==> config.mk <==
export PLATFORM = sky130hd
export DESIGN_NAME = async_frame_receiver_ring_core
export DESIGN_NICKNAME = d
export VERILOG_FILES = /design/src/hw/rtl/afrr_pkg.sv /design/src/hw/rtl/afrr_rx.sv /design/src/hw/rtl/afrr_ring.sv /design/src/hw/rtl/async_frame_receiver_ring_core.sv
export SDC_FILE = /design/constraint.sdc
export NUM_CORES = 1
export LEC_CHECK = 0
export ABC_AREA = 1
export BUFFER_PORTS_ARGS = -buffer_cell sky130_fd_sc_hd__buf_2
export CORE_MARGIN = 2
export CORE_UTILIZATION = 55
export CTS_CLUSTER_SIZE = 20
export DETAILED_ROUTE_END_ITERATION = 8
export GPL_TIMING_DRIVEN = 1
export PLACE_DENSITY = 0.74
export SYNTH_ARGS = -nofsm -noshare
export SYNTH_HDL_FRONTEND = slang
export SYNTH_SLANG_ARGS = --single-unit
==> constraint.sdc <==
create_clock -name clk -period 4.4 [get_ports clk]
set_clock_uncertainty 0.2 [all_clocks]
set_input_delay 0.88 -clock clk [delete_from_list [all_inputs] [get_ports clk]]
set_output_delay 0.88 -clock clk [all_outputs]
set_load 0.01 [all_outputs]
==> src/hw/rtl/afrr_pkg.sv <==
// Package of the frame receiver ring core: event codes, register indexes,
// constants and the transaction structs. Depends on nothing.
`default_nettype none

package afrr_pkg;

    localparam int unsigned RING_DEPTH_DEF    = 16;
    localparam int unsigned START_BIT_POS_DEF = 31;

    localparam logic [1:0] OP_EDGE   = 2'd0;
    localparam logic [1:0] OP_SAMPLE = 2'd1;
    localparam logic [1:0] OP_POP    = 2'd2;
    localparam logic [1:0] OP_FLUSH  = 2'd3;

    localparam logic [1:0] CFG_ADDR_MASK  = 2'd0;
    localparam logic [1:0] CFG_STRIP_MASK = 2'd1;
    localparam logic [1:0] CFG_SEND_MASK  = 2'd2;

    localparam logic [31:0] LOW_ONES      = 32'h0000_3fff;
    localparam logic [4:0]  LAST_DATA_POS = 5'd14;
    localparam logic [7:0]  ERROR_LIMIT   = 8'd250;

    typedef struct packed {
        logic [1:0] op;
        logic       line_level;
    } item_t;

    typedef struct packed {
        logic [31:0] pop_word;
        logic        has_words;
        logic        frame_done;
        logic [31:0] captured_word;
        logic        frame_error;
        logic [7:0]  framing_errors;
        logic [31:0] overruns;
        logic        send_changed;
        logic        send_level;
    } result_t;

    typedef struct packed {
        logic        valid;
        logic [1:0]  index;
        logic [31:0] data;
    } cfg_wr_t;

    typedef struct packed {
        logic        wr;
        logic [31:0] data;
    } ring_wr_t;

    typedef struct packed {
        logic        frame_done;
        logic [31:0] captured_word;
        logic        frame_error;
        logic [7:0]  framing_errors;
        logic        send_changed;
        logic        send_level;
    } rx_status_t;

    typedef struct packed {
        logic [31:0] pop_word;
        logic        has_words;
        logic [31:0] overruns;
    } ring_status_t;

endpackage

`default_nettype wire

==> src/hw/rtl/afrr_rx.sv <==
// Serial frame receiver: start check, MSB-first shifting, error count,
// address match, strip and send level tracking. Depends on afrr_pkg.
`default_nettype none

module afrr_rx #(
    parameter int unsigned START_BIT_POS = afrr_pkg::START_BIT_POS_DEF
) (
    input  logic                 clk,
    input  logic                 rst_n,
    input  afrr_pkg::cfg_wr_t    cfg_wr,
    input  logic                 step,
    input  afrr_pkg::item_t      item,
    output afrr_pkg::ring_wr_t   ring_wr,
    output afrr_pkg::rx_status_t status
);
    import afrr_pkg::*;

    localparam logic [4:0] START_POS = 5'(START_BIT_POS);

    logic [31:0] addr_mask_reg;
    logic [31:0] strip_mask_reg;
    logic [31:0] send_mask_reg;
    logic [31:0] shift_word_reg, shift_word_next;
    logic [4:0]  bit_pos_reg, bit_pos_next;
    logic        receiving_reg, receiving_next;
    logic [7:0]  error_count_reg, error_count_next;
    logic        last_send_reg, last_send_next;
    logic        send_known_reg, send_known_next;
    logic [31:0] shift_set;
    logic [31:0] done_word;
    logic        send_bit;

    always_comb
    begin
        shift_set = shift_word_reg;
        if (item.line_level)
        begin
            shift_set[bit_pos_reg] = 1'b1;
        end
        done_word = shift_set | LOW_ONES;
        send_bit  = |(done_word & send_mask_reg);

        shift_word_next  = shift_word_reg;
        bit_pos_next     = bit_pos_reg;
        receiving_next   = receiving_reg;
        error_count_next = error_count_reg;
        last_send_next   = last_send_reg;
        send_known_next  = send_known_reg;
        ring_wr          = '0;
        status           = '0;

        if (step)
        begin
            case (item.op)
                OP_EDGE:
                begin
                    if (!receiving_reg)
                    begin
                        receiving_next  = 1'b1;
                        shift_word_next = '0;
                        bit_pos_next    = START_POS;
                    end
                end
                OP_SAMPLE:
                begin
                    if (receiving_reg)
                    begin
                        if (bit_pos_reg == START_POS)
                        begin
                            if (item.line_level)
                            begin
                                status.frame_error = 1'b1;
                                receiving_next     = 1'b0;
                                if (error_count_reg < ERROR_LIMIT)
                                begin
                                    error_count_next = error_count_reg + 8'd1;
                                end
                            end
                            else
                            begin
                                bit_pos_next = bit_pos_reg - 5'd1;
                            end
                        end
                        else
                        begin
                            shift_word_next = shift_set;
                            bit_pos_next    = bit_pos_reg - 5'd1;
                            if (bit_pos_reg == LAST_DATA_POS)
                            begin
                                receiving_next       = 1'b0;
                                status.frame_done    = 1'b1;
                                status.captured_word = done_word;
                                ring_wr.wr           = 1'b1;
                                ring_wr.data         = done_word;
                                if ((done_word & addr_mask_reg) != '0)
                                begin
                                    ring_wr.data = done_word & ~strip_mask_reg;
                                    if (!send_known_reg || (send_bit != last_send_reg))
                                    begin
                                        send_known_next     = 1'b1;
                                        last_send_next      = send_bit;
                                        status.send_changed = 1'b1;
                                        status.send_level   = send_bit;
                                    end
                                end
                            end
                        end
                    end
                end
                OP_FLUSH:
                begin
                    receiving_next = 1'b0;
                end
                default:
                begin
                end
            endcase
        end

        status.framing_errors = error_count_next;
    end

    always_ff @(posedge clk or negedge rst_n)
    begin
        if (!rst_n)
        begin
            addr_mask_reg   <= '0;
            strip_mask_reg  <= '0;
            send_mask_reg   <= '0;
            shift_word_reg  <= '0;
            bit_pos_reg     <= '0;
            receiving_reg   <= 1'b0;
            error_count_reg <= '0;
            last_send_reg   <= 1'b0;
            send_known_reg  <= 1'b0;
        end
        else
        begin
            shift_word_reg  <= shift_word_next;
            bit_pos_reg     <= bit_pos_next;
            receiving_reg   <= receiving_next;
            error_count_reg <= error_count_next;
            last_send_reg   <= last_send_next;
            send_known_reg  <= send_known_next;
            if (cfg_wr.valid)
            begin
                case (cfg_wr.index)
                    CFG_ADDR_MASK:  addr_mask_reg  <= cfg_wr.data;
                    CFG_STRIP_MASK: strip_mask_reg <= cfg_wr.data;
                    CFG_SEND_MASK:  send_mask_reg  <= cfg_wr.data;
                    default:
                    begin
                    end
                endcase
            end
        end
    end

endmodule

`default_nettype wire

==> src/hw/rtl/afrr_ring.sv <==
// Ring of received words with head and tail indexes and an overrun counter.
// Depends on afrr_pkg.
`default_nettype none

module afrr_ring #(
    parameter int unsigned RING_DEPTH = afrr_pkg::RING_DEPTH_DEF
) (
    input  logic                   clk,
    input  logic                   rst_n,
    input  logic                   step,
    input  afrr_pkg::item_t        item,
    input  afrr_pkg::ring_wr_t     ring_wr,
    output afrr_pkg::ring_status_t status
);
    import afrr_pkg::*;

    localparam int unsigned IW = (RING_DEPTH > 1) ? $clog2(RING_DEPTH) : 1;
    localparam logic [IW-1:0] LAST_IDX = IW'(RING_DEPTH - 1);

    logic [31:0]   ring_store [RING_DEPTH];
    logic [31:0]   tail_word_reg;
    logic [IW-1:0] head_reg, head_next;
    logic [IW-1:0] tail_reg, tail_next;
    logic [31:0]   overrun_reg, overrun_next;
    logic          write_en;

    function automatic logic [IW-1:0] inc_idx(input logic [IW-1:0] v);
        logic [IW-1:0] r;
        if (v == LAST_IDX)
        begin
            r = '0;
        end
        else
        begin
            r = v + 1'b1;
        end
        return r;
    endfunction

    assign write_en = step && ring_wr.wr;

    always_comb
    begin
        head_next       = head_reg;
        tail_next       = tail_reg;
        overrun_next    = overrun_reg;
        status.pop_word = '0;

        if (write_en)
        begin
            head_next = inc_idx(head_reg);
            if (head_next == tail_reg)
            begin
                overrun_next = overrun_reg + 32'd1;
            end
        end
        else if (step)
        begin
            case (item.op)
                OP_POP:
                begin
                    if (head_reg != tail_reg)
                    begin
                        status.pop_word = tail_word_reg;
                        tail_next       = inc_idx(tail_reg);
                    end
                end
                OP_FLUSH:
                begin
                    head_next = '0;
                    tail_next = '0;
                end
                default:
                begin
                end
            endcase
        end

        status.has_words = (head_next != tail_next);
        status.overruns  = overrun_next;
    end

    // The word at the next tail is fetched into a register ahead of the pop; a write into that
    // slot is forwarded.
    always_ff @(posedge clk)
    begin
        if (write_en)
        begin
            ring_store[head_reg] <= ring_wr.data;
        end
        if (write_en && (head_reg == tail_next))
        begin
            tail_word_reg <= ring_wr.data;
        end
        else
        begin
            tail_word_reg <= ring_store[tail_next];
        end
    end

    always_ff @(posedge clk or negedge rst_n)
    begin
        if (!rst_n)
        begin
            head_reg    <= '0;
            tail_reg    <= '0;
            overrun_reg <= '0;
        end
        else
        begin
            head_reg    <= head_next;
            tail_reg    <= tail_next;
            overrun_reg <= overrun_next;
        end
    end

endmodule

`default_nettype wire

==> src/hw/rtl/async_frame_receiver_ring_core.sv <==
// Top level of the frame receiver ring core: input register, receiver,
// ring and result register. Depends on afrr_pkg, afrr_rx and afrr_ring.
//
//  Channel   Direction  Handshake                 Payload
//  item      in         item_valid / item_stall   afrr_pkg::item_t
//  result    out        result_valid / result_stall afrr_pkg::result_t
//  cfg       in         cfg_valid / cfg_ready     cfg_index, cfg_data
//
// Every event yields one result transaction, through input and result register.
// A new event is accepted in every cycle while results are being taken; the
// path from the input register through receiver and ring to the result
// register sets that figure. When the result register is held by result_stall
// and the input register is full, item_stall rises. Reset clears all counters,
// indexes and masks; the ring contents need no clearing.
`default_nettype none

module async_frame_receiver_ring_core #(
    parameter int unsigned RING_DEPTH    = afrr_pkg::RING_DEPTH_DEF,
    parameter int unsigned START_BIT_POS = afrr_pkg::START_BIT_POS_DEF
) (
    input  logic              clk,
    input  logic              rst_n,
    input  logic              item_valid,
    output logic              item_stall,
    input  afrr_pkg::item_t   item,
    output logic              result_valid,
    input  logic              result_stall,
    output afrr_pkg::result_t result,
    input  logic              cfg_valid,
    output logic              cfg_ready,
    input  logic [1:0]        cfg_index,
    input  logic [31:0]       cfg_data
);
    import afrr_pkg::*;

    logic         in_valid_reg;
    item_t        in_item_reg;
    logic         out_valid_reg;
    result_t      out_item_reg;
    result_t      out_item_next;
    logic         advance;
    logic         step;
    cfg_wr_t      cfg_wr;
    ring_wr_t     ring_wr;
    rx_status_t   rx_status;
    ring_status_t ring_status;

    assign advance    = !out_valid_reg || !result_stall;
    assign step       = in_valid_reg && advance;
    assign item_stall = in_valid_reg && !advance;
    assign cfg_ready  = 1'b1;

    assign cfg_wr.valid = cfg_valid;
    assign cfg_wr.index = cfg_index;
    assign cfg_wr.data  = cfg_data;

    afrr_rx #(
        .START_BIT_POS(START_BIT_POS)
    ) u_rx (
        .clk     (clk),
        .rst_n   (rst_n),
        .cfg_wr  (cfg_wr),
        .step    (step),
        .item    (in_item_reg),
        .ring_wr (ring_wr),
        .status  (rx_status)
    );

    afrr_ring #(
        .RING_DEPTH(RING_DEPTH)
    ) u_ring (
        .clk     (clk),
        .rst_n   (rst_n),
        .step    (step),
        .item    (in_item_reg),
        .ring_wr (ring_wr),
        .status  (ring_status)
    );

    always_comb
    begin
        out_item_next.pop_word       = ring_status.pop_word;
        out_item_next.has_words      = ring_status.has_words;
        out_item_next.frame_done     = rx_status.frame_done;
        out_item_next.captured_word  = rx_status.captured_word;
        out_item_next.frame_error    = rx_status.frame_error;
        out_item_next.framing_errors = rx_status.framing_errors;
        out_item_next.overruns       = ring_status.overruns;
        out_item_next.send_changed   = rx_status.send_changed;
        out_item_next.send_level     = rx_status.send_level;
    end

    always_ff @(posedge clk or negedge rst_n)
    begin
        if (!rst_n)
        begin
            in_valid_reg  <= 1'b0;
            out_valid_reg <= 1'b0;
        end
        else
        begin
            if (!item_stall)
            begin
                in_valid_reg <= item_valid;
            end
            if (advance)
            begin
                out_valid_reg <= in_valid_reg;
            end
        end
    end

    always_ff @(posedge clk)
    begin
        if (item_valid && !item_stall)
        begin
            in_item_reg <= item;
        end
        if (step)
        begin
            out_item_reg <= out_item_next;
        end
    end

    assign result_valid = out_valid_reg;
    assign result       = out_item_reg;

endmodule

`default_nettype wire

Word-level counts from Yosys, hierarchy flattened
Memory sizes are Yosys's and may differ from the RTL's. A register that Yosys moved wholly into a read port is not among the register bits. Index checks and enable logic that the tools add are counted. W data, S select, Z words.

Register bits after elaboration: 298. RAM bits: 512. Bits of input ports: 42. Word-level logic and storage cells: 145. Memories kept: 1.

Memory list: u_ring.ring_store (depth 16, width 32, read ports 1, clocked after memory_dff 1, write ports 1, RTL line afrr_ring.sv:20) `logic [31:0] ring_store [RING_DEPTH];`.

$add $sub $neg: 5. Magnitude comparators: 3. Eq/ne operators: 18. Mux-type cells: 46. Bitwise logic cells: 13. Reduce and logical (&&, ||, !) cells: 32.

Operator list (number): $mux W32 (7); $mux W33 (6); $and A32 B32 Y32 (3); $pmux W32 S2 (1); $mux W8 (6); $mux W4 (9); $add A32 B1 Y32 const B (1); $not A32 Y32 (1); $or A32 B32 Y32 (1); $reduce_bool A32 Y1 (1); $reduce_or A32 Y1 (1); $mux W5 (4); $pmux W5 S2 (1); $reduce_and A5 Y1 (2); $add A4 B1 Y4 const B (2); $add A8 B1 Y8 const B (1); $eq A4 B4 Y1 const B (2); $lt A8 B8 Y1 const B (1); $mux W1 (8); $ne A4 B4 Y1 (2); $not A1 Y1 (8); $pmux W4 S2 (1); $reduce_and A2 Y1 (4); $reduce_and A7 Y1 (1); 27 further kinds (43).

Longest topological paths before layout
Word-level depth: 19. Mapped depth: 18. Gate-level depth less buffers: 18.

Hierarchy
Synthesis repeated with hierarchy kept, for this count alone.

Cells, all modules: 2954. Area, all modules: 33696.1 um^2.

Modules (own cells, without submodules): afrr_ring (times used 1, cells each 2062, area an instance 23882.9 um^2); afrr_rx (times used 1, cells each 766, area an instance 6343.6 um^2); async_frame_receiver_ring_core (times used 1, cells each 126, area an instance 3469.6 um^2).

Worst setup path before layout
Ideal clock, no wire load.

Kind: input-to-reg. Start: input port result_stall. End: register u_rx.bit_pos_reg[4]. Library setup time: 129 ps. Arrival: 4304 ps. Setup slack: -234 ps. Stages: 10. Path buffers: 0. Cells stage by stage: nand2_1 > nand2_1 > inv_1 > o21ai_0 > a21oi_1 > inv_1 > nor2_1 > nand2_1 > o21ai_0 > nand3_1.

Cells in the longest elaborated chain, start to end: 4.

RTL lines: start, declared (RTL line async_frame_receiver_ring_core.sv:27) `input logic result_stall,`; $logic_not A1 Y1 (RTL line async_frame_receiver_ring_core.sv:48) `assign advance = !out_valid_reg || !result_stall;`; $logic_or A1 B1 Y1 (RTL line async_frame_receiver_ring_core.sv:48); $logic_and A1 B1 Y1 (RTL line async_frame_receiver_ring_core.sv:49) `assign step = in_valid_reg && advance;`; named net step (RTL line async_frame_receiver_ring_core.sv:42) `logic step;`; $reduce_and A5 Y1 (no source line); end signal, assigned (RTL line afrr_rx.sv:140) `bit_pos_reg <= bit_pos_next;`; end, declared (RTL line afrr_rx.sv:24) `logic [4:0] bit_pos_reg, bit_pos_next;`.

The timed path passes the listed nets, and every way through them passes these cells. A chain may end at the register's enable or synchronous reset.

Worst setup path in the final report
Start: register in_item_reg[1] (netlist name). End: memory u_ring.ring_store[9][2], enable pin.

Cells in the longest elaborated chain, start to end: 6.

RTL lines: start, declared (RTL line async_frame_receiver_ring_core.sv:37) `item_t in_item_reg;`; start signal, assigned (RTL line async_frame_receiver_ring_core.sv:117) `in_item_reg <= item;`; $eq A2 B1 Y1 (RTL line afrr_rx.sv:54) `case (item.op)`; $mux W33 (RTL line afrr_rx.sv:54); $mux W33 (RTL line afrr_rx.sv:52) `if (step)`; $logic_and A1 B1 Y1 (RTL line afrr_ring.sv:40) `assign write_en = step && ring_wr.wr;`; $mux W1 (RTL line afrr_ring.sv:87) `if (write_en)`; $mux W1 (implied by the code) (RTL line afrr_ring.sv:89) `ring_store[head_reg] <= ring_wr.data;`; end, declared (RTL line afrr_ring.sv:20).

Every way passes these cells.

==> results_dict.tcl <==
set metrics [dict create \
    finalMaxSlewViolations 0 \
    largest_reg_flops 512 \
    cts_max_level 3 \
    synth_edf_count 610 \
    synthFlopType "edfxtp_1" \
    die_h_um 246 \
    clock-sinks 786 \
    die_w_um 246 \
    setup_tns_ns 0 \
    power_frac_comb 0.187 \
    p_leak_nw 14.1 \
    cp.arrival_ns 3.51 \
    grt_max_degree 132 \
    cts-root-buf "clkbuf_16" \
    io_pins 154 \
    vdd_drop_max_mv 0.371 \
    cp_cell_sequence "inv_2, nor2_4, nand2_4, nor2_4, nand2_4, inv_2, nand2_1, nor2_4, buf_12" \
    num-fill-cells 4350 \
    avgSynthCellArea_um2 12.1 \
    design.core.area_um2 57900 \
    timing.final.crit_share 0.772 \
    power_frac_seq 0.470 \
    status "completed" \
    rsz0062_at_grt "no" \
    finalWirelength_um 75400 \
    cts_buffers 78 \
    endpoint_kind "flip-flop" \
    cts_hold_buffers 0 \
    yosysWarnings 0 \
    synth_cell_types 44 \
    dr.pass1.iters 6 \
    ys_seq_elements 786 \
    first_global_vias 20500 \
    hold_viol 0 \
    hold_class "in -> async" \
    grt_usage 0.251 \
    vias_per_cell 5.75 \
    place.gp.congestion 0.894 \
    drive_gt1_frac 0.135 \
    ctsLongestPathBuffers 3 \
    drc 0 \
    swShare 0.300 \
    worstMarginPinSlew_ns 1.14 \
    antenna_found_initial 1 \
    cts_setup_buffers 0 \
    drt_iter0_markers 1953 \
    async_flop_share 0.219 \
    critical_path_required_ns 4.51 \
    relSlewSlack 0.239 \
    cp_max_fo 35 \
    regMostFlops "u_ring.ring_store" \
    timing.critical_path.mode_cell "nor2_4" \
    rows 88 \
    p_int_mw 13.2 \
    p_per_area_nw_per_um2 513 \
    clk_latency_ns 0.63 \
    p_total_mw 18.9 \
    postRouteAntennaNets 0 \
    fmax_ghz 0.294 \
    path_clk_slew_ns 0.06 \
    critPathBufInv 3 \
    final_area_um2 36800 \
    syn_inst 2672 \
    synth.net_count 2725 \
    fin_crit_ns 3.40 \
    area_growth_pct 13.7 \
    nNetsFinal 2886 \
    syn-cell-area_um2 32300 \
    p_clk_frac 0.343 \
    critPathKind "reg -> reg" \
    start_kind "flip-flop" \
    grt_first_pass_wirelength_um 117000 \
    p_switching_mw 5.65 \
    cts_tree "built" \
    cts_resized 0 \
    drv_cap 0 \
    dp_hpwl_um 46700 \
    ys_seq_area_frac 0.702 \
    crit_family "simple AND/OR/NAND/NOR gates" \
    start_util 0.558 \
    finalSetupViolCount 0 \
    critical_path.max_stage_delay_ns 0.51 \
    grt_overflow 0 \
    vias 21000 \
    avgRoutedWirePerCell_um 20.6 \
    crit_slowest_cell "nor2_4" \
    port_buffers 152 \
    die_area_um2 60700 \
    placed_area_um2 34300 \
]
-- logic make-up after synthesis --
logic type,share of synthesized area
buf+inv,0.0556
xor+xnor,0.0114
compound gates,0.123
mux,0.0297
other cells,0.000116
simple gates,0.0739
flops,0.702
fa+ha+maj,0.00426
-- metal layers --
metal / up-vias / GRT usage / wire (µm)
met5: - / 0 / 0
met4: 0 / 0.0751 / 1670
met1: 10300 / 0.363 / 32600
met2: 872 / 0.396 / 35400
met3: 121 / 0.0401 / 5710
li1: 9730 / - / -
-- layout by cell type, fill, tap and decap left out, types with 31 or more instances in the layout --
cell,n
edfxtp_1,610
o21ai_0,363
nand2_1,358
inv_1,296
a21oi_1,194
dfrtp_1,172
buf_2,151
mux2i_1,96
nor2_1,81
clkbuf_16,80
a211oi_1,78
buf_4,70
o211ai_1,66
nand3_1,49
xor2_1,31
-- final cells by class --
class / count / area, µm² / area share
clock buffers: 109 / 2190 / 0.0596
diodes: 1 / 2.50 / 0.0000681
flip-flops and latches: 786 / 22700 / 0.618
repair buffers: 231 / 1470 / 0.0401
inverters: 304 / 1140 / 0.0311
clock inverters: 34 / 305 / 0.00831
well taps: 765 / 957 / 0.0260
multi-input cells: 1432 / 7970 / 0.217
-- synthesized netlist by cell type, types with 3 or more instances --
| master | number | area [µm²] |
|---|---|---|
| edfxtp_1 | 610 | 18300 |
| o21ai_0 | 363 | 1820 |
| nand2_1 | 360 | 1350 |
| inv_1 | 298 | 1120 |
| a21oi_1 | 194 | 971 |
| dfrtp_1 | 172 | 4300 |
| clkbuf_1 | 100 | 375 |
| mux2i_1 | 96 | 961 |
| nor2_1 | 96 | 360 |
| a211oi_1 | 78 | 586 |
| o211ai_1 | 66 | 495 |
| nand3_1 | 50 | 250 |
| xor2_1 | 31 | 272 |
| buf_2 | 22 | 110 |
| buf_4 | 18 | 135 |
| nand4_1 | 18 | 113 |
| nor3_1 | 16 | 80.1 |
| ha_1 | 11 | 138 |
| xnor2_1 | 11 | 96.3 |
| buf_1 | 10 | 37.5 |
| nor2_4 | 5 | 56.3 |
| dfxtp_1 | 4 | 80.1 |
| inv_2 | 4 | 15.0 |
| nand2_2 | 4 | 25.0 |
| nor4_1 | 4 | 25.0 |
| a21o_1 | 3 | 22.5 |
| nor3_2 | 3 | 30.0 |
-- power by group through the flow --
stage / Sequential [mW] / Clock (mW) / Combinational [mW]
finish: 8.86 / 6.47 / 3.53
global route: 8.92 / 6.85 / 3.91
CTS: 8.86 / 6.57 / 3.50
detailed placement: 9.00 / 0 / 3.47
global placement: 8.99 / 0 / 3.39
floorplan: 8.75 / 0 / 2.58
-- stage by stage --
step           std cells  utilization  hold slack, ns  worst slack, ns
4_1_cts             3661        0.635           0.115            0.984
5_1_grt             3662        0.635           0.154            0.769
3_3_place_gp        3518        0.591           0.259            0.916
3_5_place_dp        3518        0.591           0.258            0.825
2_1_floorplan       2672            -           0.227            0.479
6_report            3662        0.635          0.0815             1.00
-- worst paths after layout --
kind / slack (ns) / to / cells after the start / startpoint
max: 1.00 / u_ring.ring_store[9][2]$_DFFE_PP_ / 9 / in_item_reg[1]$_DFFE_PP_
min: 0.08 / u_rx.error_count_reg[5]$_DFF_PN0_ / 1 / rst_n
max reg2reg: 1.00 / u_ring.ring_store[9][2]$_DFFE_PP_ / 9 / in_item_reg[1]$_DFFE_PP_
min reg2reg: 0.27 / result_valid$_DFFE_PN0N_ / 2 / in_valid_reg$_DFFE_PN0N_
max in group asynchronous: 2.99 / u_rx.strip_mask_reg[3]$_DFFE_PN0P_ / 2 / rst_n
min in group clk: 0.23 / in_item_reg[1]$_DFFE_PP_ / 1 / item[1]
-- worst reg2reg max path: cells and delay by family, from the launching register on --
kind | cells | cell delay [ns]
flops | 1 | 0.47
buf+inv | 3 | 0.62
simple gates | 6 | 1.79
Power figures use the tool's default switching activity.
